==> config.mk <==
export PLATFORM = sky130hd
export DESIGN_NAME = two_level_deadline_timer
export DESIGN_NICKNAME = d
export VERILOG_FILES = /design/src/sv/tldt_pkg.sv /design/src/sv/two_level_deadline_timer.sv
export SDC_FILE = /design/constraint.sdc
export NUM_CORES = 2
export LEC_CHECK = 0
export ABC_CLOCK_PERIOD_IN_PS = 7600
export BUFFER_PORTS_ARGS = -buffer_cell sky130_fd_sc_hd__buf_2
export CORE_MARGIN = 5
export CORE_UTILIZATION = 35
export CTS_BUF_LIST = sky130_fd_sc_hd__clkbuf_16
export CTS_CLUSTER_SIZE = 28
export DETAILED_ROUTE_END_ITERATION = 6
export SYNTH_ARGS = -nofsm -noshare
export SYNTH_HDL_FRONTEND = slang
export SYNTH_SLANG_ARGS = --single-unit
==> constraint.sdc <==
create_clock -name clock -period 7.6 [get_ports clock]
set_clock_uncertainty 0.1 [all_clocks]
set_input_delay 0.76 -clock clock [delete_from_list [all_inputs] [get_ports clock]]
set_output_delay 0.76 -clock clock [all_outputs]
set_load 0.02 [all_outputs]
==> src/sv/tldt_pkg.sv <==
// Shared types and constants for the two-level deadline timer.
// Holds the opcode and register index codes and the field widths.
// No dependencies.
`timescale 1ns / 1ps
`default_nettype none

package tldt_pkg;

   // Width of the tick counter and of every stored deadline.
   localparam int TICK_W     = 64;
   localparam int DELAY_W    = 48;
   localparam int CHECK_W    = 64;
   localparam int OUT_TIME_W = 64;
   localparam int GAP_W      = 32;
   localparam int OP_W       = 2;

   // Beat layout on the two data buses, padded to whole bytes.
   localparam int REQ_DATA_W = DELAY_W + CHECK_W;
   localparam int RSP_FIELDS_W = 1 + OUT_TIME_W + 1 + OUT_TIME_W;
   localparam int RSP_DATA_W = ((RSP_FIELDS_W + 7) / 8) * 8;

   // Configuration register index.
   localparam int CSR_IDX_W = 1;

   typedef enum logic [OP_W-1:0] {
      OP_TICK  = 2'd0,
      OP_SET   = 2'd1,
      OP_CHECK = 2'd2
   } op_type;

   typedef enum logic [CSR_IDX_W-1:0] {
      CSR_MIN_GAP  = 1'd0,
      CSR_SAFE_GAP = 1'd1
   } csr_idx_type;

   localparam logic [GAP_W-1:0] MIN_GAP_RESET  = GAP_W'(16000);
   localparam logic [GAP_W-1:0] SAFE_GAP_RESET = GAP_W'(1600000);

endpackage

`default_nettype wire

==> src/sv/two_level_deadline_timer.sv <==
// Two-level deadline timer: tick counter, current/next deadline slots and compare.
// Depends on tldt_pkg for widths, opcodes and register indexes.
`timescale 1ns / 1ps
`default_nettype none

// The block takes one request beat per clock while the response side does not
// stall and returns exactly one response beat for each, in order. A request is
// captured in an input register; once the response register can take it, the
// tick increment, the compare against the armed value, the promotion of the
// next deadline and the re-arm, or the insert of a set or the compare of a
// check, update the timer state and fill the response register. A stall on the
// response side holds both registers, and the request side keeps accepting
// while either register has room. Writes to min_gap and safe_gap are always
// taken and apply to the following requests; write them only while idle.
module two_level_deadline_timer (
   input  wire                                  clock,
   input  wire                                  reset,
   // Request channel.
   input  wire                                  req_tvalid,
   output logic                                 req_tready,
   // tdata, from bit 0: delay_ticks[47:0], check_deadline[63:0].
   input  wire  [tldt_pkg::REQ_DATA_W-1:0]      req_tdata,
   // tuser: opcode[1:0].
   input  wire  [tldt_pkg::OP_W-1:0]            req_tuser,
   // Response channel.
   output logic                                 rsp_tvalid,
   input  wire                                  rsp_tready,
   // tdata, from bit 0: wake, deadline[63:0], expired, ticks_now[63:0], zero pad.
   output logic [tldt_pkg::RSP_DATA_W-1:0]      rsp_tdata,
   // Configuration write channel.
   input  wire                                  csr_valid,
   output logic                                 csr_ready,
   input  wire  [tldt_pkg::CSR_IDX_W-1:0]       csr_index,
   input  wire  [tldt_pkg::GAP_W-1:0]           csr_wdata
);
   import tldt_pkg::*;

   // Configuration registers.
   logic [GAP_W-1:0]   min_gap_ff, safe_gap_ff;

   // Input register stage.
   logic               in_valid_ff;
   op_type             in_op_ff;
   logic [DELAY_W-1:0] in_delay_ff;
   logic [CHECK_W-1:0] in_check_ff;

   // Timer state.
   logic [TICK_W-1:0]  tick_ff, tick_in;
   logic [TICK_W-1:0]  cur_ff, cur_in;
   logic [TICK_W-1:0]  next_ff, next_in;
   logic [TICK_W-1:0]  armval_ff, armval_in;
   logic               armed_ff, armed_in;

   // Response register stage.
   logic                  out_valid_ff;
   logic                  wake_ff, wake_in;
   logic [OUT_TIME_W-1:0] dl_ff, dl_in;
   logic                  expired_ff, expired_in;

   logic advance;

   // Work on the held request whenever the response register can take it.
   assign advance    = in_valid_ff && (!out_valid_ff || rsp_tready);
   assign req_tready = !in_valid_ff || advance;
   assign csr_ready  = 1'b1;

   // Datapath temporaries.
   logic [TICK_W-1:0] tick_inc, earliest_tick, gap, backup, set_dl, earliest;
   logic              match;

   // Single pass over one request: compare, promote and re-arm on a tick,
   // insert on a set, compare on a check.
   always_comb begin
      tick_in    = tick_ff;
      cur_in     = cur_ff;
      next_in    = next_ff;
      armval_in  = armval_ff;
      armed_in   = armed_ff;
      wake_in    = 1'b0;
      dl_in      = '0;
      expired_in = 1'b0;

      tick_inc      = tick_ff + TICK_W'(1);
      earliest_tick = tick_inc + TICK_W'(min_gap_ff);
      match         = armed_ff && (tick_inc >= armval_ff);
      gap           = next_ff - cur_ff;
      backup        = next_ff + TICK_W'(safe_gap_ff);
      set_dl        = tick_ff + TICK_W'(in_delay_ff);
      earliest      = tick_ff + TICK_W'(min_gap_ff);

      case (in_op_ff)
         OP_TICK: begin
            tick_in = tick_inc;
            if (match) begin
               wake_in  = 1'b1;
               armed_in = 1'b0;
               cur_in   = next_ff;
               if (next_ff != '0) begin
                  next_in = (gap < TICK_W'(safe_gap_ff)) ? backup : '0;
                  // The promoted deadline is armed no earlier than now + min_gap.
                  armed_in  = 1'b1;
                  armval_in = (next_ff <= earliest_tick) ? earliest_tick : next_ff;
               end
            end
         end
         OP_SET: begin
            dl_in = OUT_TIME_W'(set_dl);
            if (set_dl > tick_ff) begin
               if (cur_ff == '0 || set_dl < cur_ff) begin
                  next_in   = cur_ff;
                  cur_in    = set_dl;
                  armed_in  = 1'b1;
                  armval_in = (set_dl <= earliest) ? earliest : set_dl;
               end else if (set_dl != cur_ff && set_dl < next_ff) begin
                  next_in = set_dl;
               end
            end
         end
         OP_CHECK: begin
            expired_in = (OUT_TIME_W'(tick_ff) >= in_check_ff);
         end
         default: begin
         end
      endcase
   end

   // Configuration registers.
   always_ff @(posedge clock) begin
      if (reset) begin
         min_gap_ff  <= MIN_GAP_RESET;
         safe_gap_ff <= SAFE_GAP_RESET;
      end else if (csr_valid && csr_ready) begin
         case (csr_idx_type'(csr_index))
            CSR_MIN_GAP:  min_gap_ff  <= csr_wdata;
            CSR_SAFE_GAP: safe_gap_ff <= csr_wdata;
            default: begin
            end
         endcase
      end
   end

   // Input register: control.
   always_ff @(posedge clock) begin
      if (reset) begin
         in_valid_ff <= 1'b0;
      end else if (req_tready) begin
         in_valid_ff <= req_tvalid;
      end
   end

   // Input register: payload.
   always_ff @(posedge clock) begin
      if (req_tvalid && req_tready) begin
         in_op_ff    <= op_type'(req_tuser);
         in_delay_ff <= req_tdata[DELAY_W-1:0];
         in_check_ff <= req_tdata[DELAY_W +: CHECK_W];
      end
   end

   // Timer state and response valid.
   always_ff @(posedge clock) begin
      if (reset) begin
         tick_ff      <= '0;
         cur_ff       <= '0;
         next_ff      <= '0;
         armval_ff    <= '0;
         armed_ff     <= 1'b0;
         out_valid_ff <= 1'b0;
      end else begin
         if (advance) begin
            tick_ff   <= tick_in;
            cur_ff    <= cur_in;
            next_ff   <= next_in;
            armval_ff <= armval_in;
            armed_ff  <= armed_in;
         end
         if (advance) begin
            out_valid_ff <= 1'b1;
         end else if (rsp_tready) begin
            out_valid_ff <= 1'b0;
         end
      end
   end

   // Response payload.
   always_ff @(posedge clock) begin
      if (advance) begin
         wake_ff    <= wake_in;
         dl_ff      <= dl_in;
         expired_ff <= expired_in;
      end
   end

   // The reported count is the state register, which the response beat follows.
   logic [OUT_TIME_W-1:0] ticks_now;
   assign ticks_now  = OUT_TIME_W'(tick_ff);
   assign rsp_tvalid = out_valid_ff;
   assign rsp_tdata  = RSP_DATA_W'({ticks_now, expired_ff, dl_ff, wake_ff});

   // An armed compare always belongs to a stored current deadline.
   a_armed_has_current: assert property (@(posedge clock) disable iff (reset)
      armed_ff |-> (cur_ff != '0))
      else $error("compare armed with an empty current slot");

   // The next slot is never filled while the current slot is empty.
   a_next_implies_current: assert property (@(posedge clock) disable iff (reset)
      (next_ff != '0) |-> (cur_ff != '0))
      else $error("next deadline stored without a current deadline");

   // The request side only stalls when both stages are full and the response is held.
   a_stall_only_when_full: assert property (@(posedge clock) disable iff (reset)
      !req_tready |-> (in_valid_ff && out_valid_ff && !rsp_tready))
      else $error("request side stalled with room in the pipeline");

   // The state changes only when a request is worked on.
   a_state_holds: assert property (@(posedge clock) disable iff (reset)
      !advance |=> $stable(tick_ff) && $stable(cur_ff) && $stable(next_ff))
      else $error("timer state changed without a request");

endmodule

`default_nettype wire
==> summary.txt <==
GRT
  – Initial antenna violation count: 3
  – Largest net degree at the start of global routing: 97
  – First-pass GRT wire length: 296 mm
  – Met3 Track Usage GR: 0.0398
  – Vias in the first global route: 46500
  – Grt peak-use layer: met2
  – GRT overflow: 0
  – Total GRT Usage: 0.270
  – M2 GR Usage: 0.409
  – Met1 Use GR: 0.388

Critical path
  – CP Class: reg -> reg
  – FF-to-FF End: armval_ff[17]
  – Setup crit start: tick_ff[0]
  – Arrival time worst endpoint: 7850 ps
  – Crit start category: flop
  – Worst setup EP type: flop
  – Worst R2R Path Depth: 39
  – Worst r2r src: tick_ff[0]
  – Flop2flop setup slack: 200 ps
  – Max incr delay on CP: 380 ps
  – CP Data Required Time: 8050 ps
  – CP max FO: 10
  – CP most frequent cell: and3_4
  – Slowest cell on crit path: or3_4
  – Worst setup endpoint: armval_ff[17]

Floorplanning
  – # IOs: 291
  – Die width: 379 um
  – Cell Rows: 135
  – Core area: 135000 um2
  – DIE HEIGHT: 379 um
  – Die area: 144000 um2
  – Starting Density: 0.352

CTS
  – Skew-Pair Late Insertion Delay: 710 ps
  – CTS Buf Count: 71
  – CTS tree: built
  – CTS H-tree lvls: 3
  – Root Driver: clkbuf_16
  – CTS Buffer Depth: 3
  – Sink Count: 503
  – Clock-pin slew on the worst setup and hold paths: 60 ps

Outcome
  – Status: finished with violations
  – Failing checks: DRC

Finish
  – Synthesis-to-layout area growth: 20.6%
  – FF/Latch Area: 11900 um2
  – Final cell count without fillers: 8543
  – Commonest cells after routing, fill and taps aside: 673 x ha_1, 617 x a21oi_1, 562 x nand2_1, 546 x nor2_1, 492 x buf_4
  – Most common cell after layout, fill and taps aside: ha_1
  – Fill cells: 13700
  – Layout cells sized above 1: 0.165
  – Fin nets: 7534
  – Multi-input logic area: 33600 um2

STA
  – Fin crit share: 0.974
  – Max-slew headroom: 0.127
  – Worst Tran Pin Value: 1300 ps
  – Final hold vios: 0
  – Fin crit period: 7400 ps
  – Finish-stage setup viols: 0
  – FMAX: 0.135 GHz
  – Setup tns final: 0 ps
  – Slew Viols, Final: 0
  – RSZ-0062 raised after global routing: true

Drt
  – DRC: 17
  – Routed Antenna Nets: 0
  – Vias per cell: 5.77
  – WL final: 202 mm
  – Routed len/inst: 23.7 um
  – Vias: 49300
  – Starting DRT DRC Count: 4812
  – Pre-Repair DR Iteration Count: 7

Synth
  – Synth Register Bits: 503
  – Cell area after synthesis: 47700 um2
  – Syn Inst Count: 6090
  – Number of synthesized flops with an enable pin: 180
  – Sequential area share after synthesis: 0.249
  – Number of distinct library cells after synthesis: 98
  – Asr flop ratio synth: 0
  – Main synth FF type: dfxtp_1
  – YS warnings: 0
  – Mean Syn Cell Area: 7.83 um2

Place
  – Post-DP HPWL: 164 mm
  – Inst Count DP: 8389
  – Number of port buffers: 283
  – Final RePlAce weighted congestion: 0.986

Power
  – Static Leak: 24.7 nW
  – Pwr Total: 8.83 mW
  – Maximum vdd drop: 0.169 mV
  – Power per cell area: 154 nW/um2

Hold path
  – Hold crit path type: in -> reg
  – Hold path cells: 1

Job
  – Maxcap violations: 0
==> final cells by class <==
class / count / share of cell area
multi-input cells: 4862 / 0.584
clock inverters: 59 / 0.00958
flip-flops and latches: 503 / 0.207
diodes: 2 / 0.0000871
inverters: 454 / 0.0297
well taps: 1781 / 0.0388
repair buffers: 809 / 0.0995
clock buffers: 73 / 0.0318
==> worst max-delay path, delay by kind of cell (launching register included) <==
family | cells | cell delay [ps]
simple gates | 15 | 2530
xor+xnor | 2 | 360
fa+ha+maj | 3 | 690
mux | 1 | 170
flops | 1 | 330
compound gates | 11 | 2070
buf+inv | 7 | 990
==> synth_stat cells (159+ instances only) <==
library cell  number  share of area
nor2_1           558          0.044
o21ai_0          312          0.033
xnor2_1          248          0.046
ha_1             676           0.18
a21oi_1          626          0.066
nand3_1          159          0.017
nand2_1          562          0.044
dfxtp_1          323           0.14
inv_1            449          0.035
a21o_1           176          0.028
clkbuf_1         196          0.015
nand4_1          181          0.024
edfxtp_1         180           0.11
==> timing repair <==
action | 4_1_cts | 5_1_grt
pin swaps | 10 | 45
gates cloned | 1 | 3
setup endpoints to repair | 146 | 193
hold buffers | 0 | 0
setup buffers | 2 | 15
resized for setup | 22 | 113
==> kinds of logic (layout without fill, tap and decap cells) <==
family                     after synthesis  count (layout)  share of synthesized area
and+or+nand+nor                       1989            1989                      0.200
other                                    2               9                   0.000158
DFF                                    503             503                      0.249
adders and majority gates              681             681                      0.180
muxes                                   57              57                     0.0127
AOI/OAI and AO/OA                     1783            1785                      0.236
xor gates and xnor gates               343             343                     0.0632
buffers and inverters                  732            1395                     0.0598
==> worst min path at each step <==
stage                  start              end  slack, ps
2_1_floorplan  armval_ff[39]    armval_ff[39]        330
3_3_place_gp   armval_ff[39]    armval_ff[39]        340
3_5_place_dp    armval_ff[7]     armval_ff[7]        350
4_1_cts        req_tdata[56]   in_check_ff[8]         90
5_1_grt        req_tdata[56]   in_check_ff[8]        120
6_report       req_tdata[82]  in_check_ff[34]        140
==> power by group <==
part	internal [mW]	total [mW]	switching, mW
Combinational	0.919	2.40	1.48
Sequential	2.89	2.96	0.0709
Clock	1.96	3.47	1.51
==> through the flow <==
stage | hold WS (ps) | instance area [um2] | worst slack, ps | utilization
floorplan | 332 | 47700 | 155 | -
global placement | 341 | 54400 | -201 | 0.401
detailed placement | 350 | 54400 | -276 | 0.401
CTS | 92.1 | 56800 | 4.86 | 0.420
global route | 122 | 57500 | -106 | 0.424
finish | 144 | 57500 | 200 | 0.424
==> sequential cells by signal, indices dropped and copies added, names as in the netlist <==
name,count
next_ff,64
min_gap_ff,32
tick_ff,64
wake_ff,1
expired_ff,1
in_delay_ff,48
rsp_tvalid,1
cur_ff,64
armed_ff,1
safe_gap_ff,32
armval_ff,64
in_check_ff,64
in_valid_ff,1
dl_ff,64
in_op_ff,2
==> routing by layer <==
layer / share of wire / up-vias
met4: 0.041 / 0
met3: 0.077 / 300
met1: 0.46 / 23500
met2: 0.42 / 2057
li1: - / 23500
met5: 0 / -
(Power assumes the default switching activity.)
